[src/rtl/ctp_sqrt.sv]
`default_nettype none
module ctp_sqrt #(
    parameter int RAD_W  = 38,
    parameter int SIDE_W = 44
) (
    input  wire logic                 i_clk,
    input  wire logic                 i_rst_n,
    input  wire logic                 i_en,
    input  wire logic                 i_valid,
    input  wire logic [RAD_W-1:0]     i_rad,
    input  wire logic [SIDE_W-1:0]    i_side,
    output logic                      o_valid,
    output logic [RAD_W/2-1:0]        o_root,
    output logic [SIDE_W-1:0]         o_side
);

    localparam int SB  = RAD_W / 2;
    localparam int RMW = SB + 3;

    logic              r_v    [SB];
    logic [RAD_W-1:0]  r_rad  [SB];
    logic [RMW-1:0]    r_rem  [SB];
    logic [SB-1:0]     r_root [SB];
    logic [SIDE_W-1:0] r_side [SB];

    logic              w_v    [SB];
    logic [RAD_W-1:0]  w_rad  [SB];
    logic [RMW-1:0]    w_rem  [SB];
    logic [SB-1:0]     w_root [SB];
    logic [SIDE_W-1:0] w_side [SB];

    // One root bit per stage: two radicand bits enter the partial remainder each step.
    for (genvar k = 0; k < SB; k++) begin : g_stage
        logic [RMW-1:0] rem_sh;
        logic [RMW-1:0] trial;
        logic           ge;
        logic [RMW-1:0] n_rem;
        logic [SB-1:0]  n_root;

        if (k == 0) begin : g_first
            assign w_v[k]    = i_valid;
            assign w_rad[k]  = i_rad;
            assign w_rem[k]  = '0;
            assign w_root[k] = '0;
            assign w_side[k] = i_side;
        end else begin : g_next
            assign w_v[k]    = r_v[k-1];
            assign w_rad[k]  = r_rad[k-1];
            assign w_rem[k]  = r_rem[k-1];
            assign w_root[k] = r_root[k-1];
            assign w_side[k] = r_side[k-1];
        end

        always_comb begin
            rem_sh = {w_rem[k][RMW-3:0], w_rad[k][RAD_W-1 -: 2]};
            trial  = {1'b0, w_root[k], 2'b01};
            ge     = rem_sh >= trial;
            n_rem  = ge ? rem_sh - trial : rem_sh;
            n_root = {w_root[k][SB-2:0], ge};
        end

        always_ff @(posedge i_clk) begin
            if (!i_rst_n) begin
                r_v[k] <= 1'b0;
            end else if (i_en) begin
                r_v[k] <= w_v[k];
            end
        end

        always_ff @(posedge i_clk) begin
            if (i_en) begin
                r_rad[k]  <= {w_rad[k][RAD_W-3:0], 2'b00};
                r_rem[k]  <= n_rem;
                r_root[k] <= n_root;
                r_side[k] <= w_side[k];
            end
        end
    end

    assign o_valid = r_v[SB-1];
    assign o_root  = r_root[SB-1];
    assign o_side  = r_side[SB-1];

endmodule
`default_nettype wire

[config.mk]
export PLATFORM = sky130hd
export DESIGN_NAME = ctp_sqrt
export DESIGN_NICKNAME = d
export VERILOG_FILES = /design/src/rtl/ctp_sqrt.sv
export SDC_FILE = /design/constraint.sdc
export NUM_CORES = 2
export LEC_CHECK = 0
export BUFFER_PORTS_ARGS = -buffer_cell sky130_fd_sc_hd__buf_2
export CAP_MARGIN = 10
export CORE_MARGIN = 3
export CORE_UTILIZATION = 45
export CTS_CLUSTER_DIAMETER = 80
export CTS_CLUSTER_SIZE = 10
export DETAILED_ROUTE_END_ITERATION = 8
export HOLD_SLACK_MARGIN = 0.12
export MAX_ROUTING_LAYER = met4
export PLACE_DENSITY = 0.65
export SYNTH_ARGS = -nofsm -noshare
export SYNTH_HDL_FRONTEND = slang
export SYNTH_SLANG_ARGS = --single-unit
export TNS_END_PERCENT = 1
[constraint.sdc]
create_clock -name i_clk -period 3.03 [get_ports i_clk]
set_clock_uncertainty 0.1 [all_clocks]
set_input_delay 0.1515 -clock i_clk [delete_from_list [all_inputs] [get_ports i_clk]]
set_output_delay 0.1515 -clock i_clk [all_outputs]
set_load 0.05 [all_outputs]
==> metrics.txt <==
outcome finished, final reports clean; Final Critical Period just under 3 ns; GP Congestion ~0.88; CP Max Fanout 7; xor-xnor portion of the synthesized cell area 0.0346; CTS Sinks around 1700; syn_area_per_cell approximately 17 sq um; Synth area leaders edfxtp_1, ha_1, xnor2_1, a21oi_1, xor2_1; first-pass GRT wire length roughly 160 mm; worst endpoint required time ~3.4 ns; antenna-violating nets left 0; Fmax 0.337 GHz; Max Buffers Root-to-Sink 3; clk slew on worst S/H paths ~0.050 ns; final setup vio count 0; Power per Cell Area a little over 700 mW/mm^2; Seq. cell area just over 0.05 sq mm; largest family of logic cells by synthesized area simple AND/OR/NAND/NOR gates; wire per inst 15.5 um; Syn-to-layout area delta 16.9%; Setup TNS 0 ns; Num CTS Buffers around 190; Arr. time, crit path approximately 3.4 ns; fin crit share 0.980; layout cells sized above 1 0.125; adder-cell share of the synthesized area 0.0398; worst hold path class register to register; Post-Layout Cell Count around 6500; final hold vios 0; share of flip-flops with an asynchronous set or reset 0; WHS around 0.3 ns; Leak roughly 28 nW; yosys warns 0; area of the multi-input gates 0.0133 sq mm; Die ar. 0.152 sq mm; crit-path cells inv_1 > ha_2 > a2111oi_1 > o21ai_0 > a221oi_1 > buf_4 > a211oi_1 > o21a_1 > nor4b_1 > xor2_1; initial antenna violation count 0; Place WS -0.108 ns; gr ovfl total 0; Core Area ~0.15 sq mm; maxcap violations 0; worst vdd ir about 550 uV; Synthesized Nets ~4200; post-synth top area cell edfxtp_1; critical path type register to register; EDFF count, synth about 1700; most common cell after layout, fill and taps aside edfxtp_1; Routed WL approximately 100 mm; Simple-Gate Fraction of Synth Area 0.0585; Top-Level Pins 150; number of global-route vias before repair about 33000; vias post-DR roughly 32000; Synth Flop Type edfxtp_1; unrepaired setup endpoints after global routing true; largest net degree at the start of global routing around 130; fin. max-slew vios 0; Root Driver clkbuf_16; Starting Density 0.454; Worst Tran Pin Value between 0.8 and 0.9 ns; num rows 140; Layout Utilization 0.530; DP HPWL ~63 mm; die width approximately 400 um; DRC Markers 0; most frequent cells in the layout edfxtp_1, inv_1, a21oi_1; Post-DP Area roughly 0.07 sq mm; Slew HR 0.433; fillcell total about 12000; Synth top area share 0.783; Vias/cell about 5.0; final worst slack 0.0609 ns; post-CTS setup buffers 0; slowest stage cell, crit path a2111oi_1; Cells after DPL 6074; # diodes 0; synthesized cell area 0.0661 sq mm; GR Util All Layers 0.137; First DRT Iteration DRCs 1730; CTS tree built; Crit. End Element register; Mapped Cells around 3900; Final Cell Area 0.0772 sq mm; DRT Pass-1 Iters 7; number of buffers added on ports approximately 150; Cell variety after synth 75; Final #Nets roughly 4800; Worst-Skew Late Latency roughly 0.8 ns; post-synthesis mux area share 0.00958; total power 55.6 mW; DIE HEIGHT approximately 400 um; # H-tree levels 4; CP peak stage delay 0.42 ns; Seq/Total Area, Yosys 0.783; Yosys reg bits roughly 1700; Synth Area in Compound Gates 0.0574; crit path launch type register
==> path summary, 6_finish.rpt <==
path / from / to / slack, ns / cells past startpoint
worst min register to register: r_side[14][21] / r_side[15][21] / 0.31 / 0
worst max-delay path: r_root[11][4] / r_rem[12][19] / 0.06 / 10
worst max register to register: r_root[11][4] / r_rem[12][19] / 0.06 / 10
worst min-delay path: r_side[14][21] / r_side[15][21] / 0.31 / 0
==> repair_timing <==
item | in CTS | in global routing
pin swaps | 0 | 1
gates resized for setup | 4 | 22
endpoints found under the hold margin | 1314 | 0
hold buffers | 171 | 0
endpoints found under the setup margin | 25 | 70
==> power by group <==
group	internal, mW	switching [mW]	total, mW	leakage (nW)
Clock	11.4	8.35	19.7	2.52
Combinational	2.72	3.37	6.10	9.22
Sequential	28.8	0.927	29.7	16.7
Total	42.9	12.6	55.6	28.5
==> flip-flops by register name, indices dropped and copies added (netlist names) <==
| signal | flops |
|---|---|
| r_rad | 342 |
| r_rem | 337 |
| r_v | 19 |
| r_side | 836 |
| r_root | 190 |
==> worst max-delay path: cells and delay by family (launching register included) <==
| kind | cells | cell delay [ns] |
|---|---|---|
| buffers and inverters | 2 | 0.24 |
| adder cells (fa/ha/maj) | 1 | 0.31 |
| XOR/XNOR | 1 | 0.11 |
| AO/OA/AOI/OAI | 5 | 1.21 |
| flip-flops | 1 | 0.39 |
| AND/OR/NAND/NOR | 1 | 0.34 |
==> final cells by class <==
cell class                 count  share of cell area
clock buffer                 207              0.0632
clock inverter                14             0.00377
inverter                     249              0.0121
multi-input combinational   1911               0.172
sequential                  1724               0.670
tap                         1917              0.0311
timing repair buffer         444              0.0475
==> metal layers <==
metal  global-route usage  part of all wire
met1                0.161              0.43
met2                0.230              0.50
met3               0.0316             0.041
met4               0.0500             0.030
met5                    -                 0
==> cells in the mapped netlist (5+ instances only) <==
cell	count
a2111oi_0	8
a211oi_1	22
a21boi_0	7
a21o_1	55
a21oi_1	211
a31oi_1	9
and2_1	8
and3_1	29
buf_1	5
clkbuf_1	44
edfxtp_1	1723
ha_1	210
inv_1	248
mux2_2	50
mux2i_1	7
nand2_1	153
nand2b_1	43
nand3_1	58
nand3b_1	12
nand4_1	30
nor2_1	210
nor2b_1	28
nor3_1	59
nor3b_1	7
nor4_1	33
o211a_1	6
o211ai_1	20
o21a_1	51
o21ai_0	146
o21bai_1	13
o22ai_1	7
o31a_1	7
o31ai_1	14
or2_2	16
or3_1	33
or4_1	23
xnor2_1	154
xor2_1	107
==> cell families after synthesis <==
kind of cell / after synthesis
compound gates: 615
xor+xnor: 261
fa+ha+maj: 210
buf+inv: 299
flops: 1724
mux: 57
other cells: 1
simple gates: 767
(Power assumes the default switching activity.)
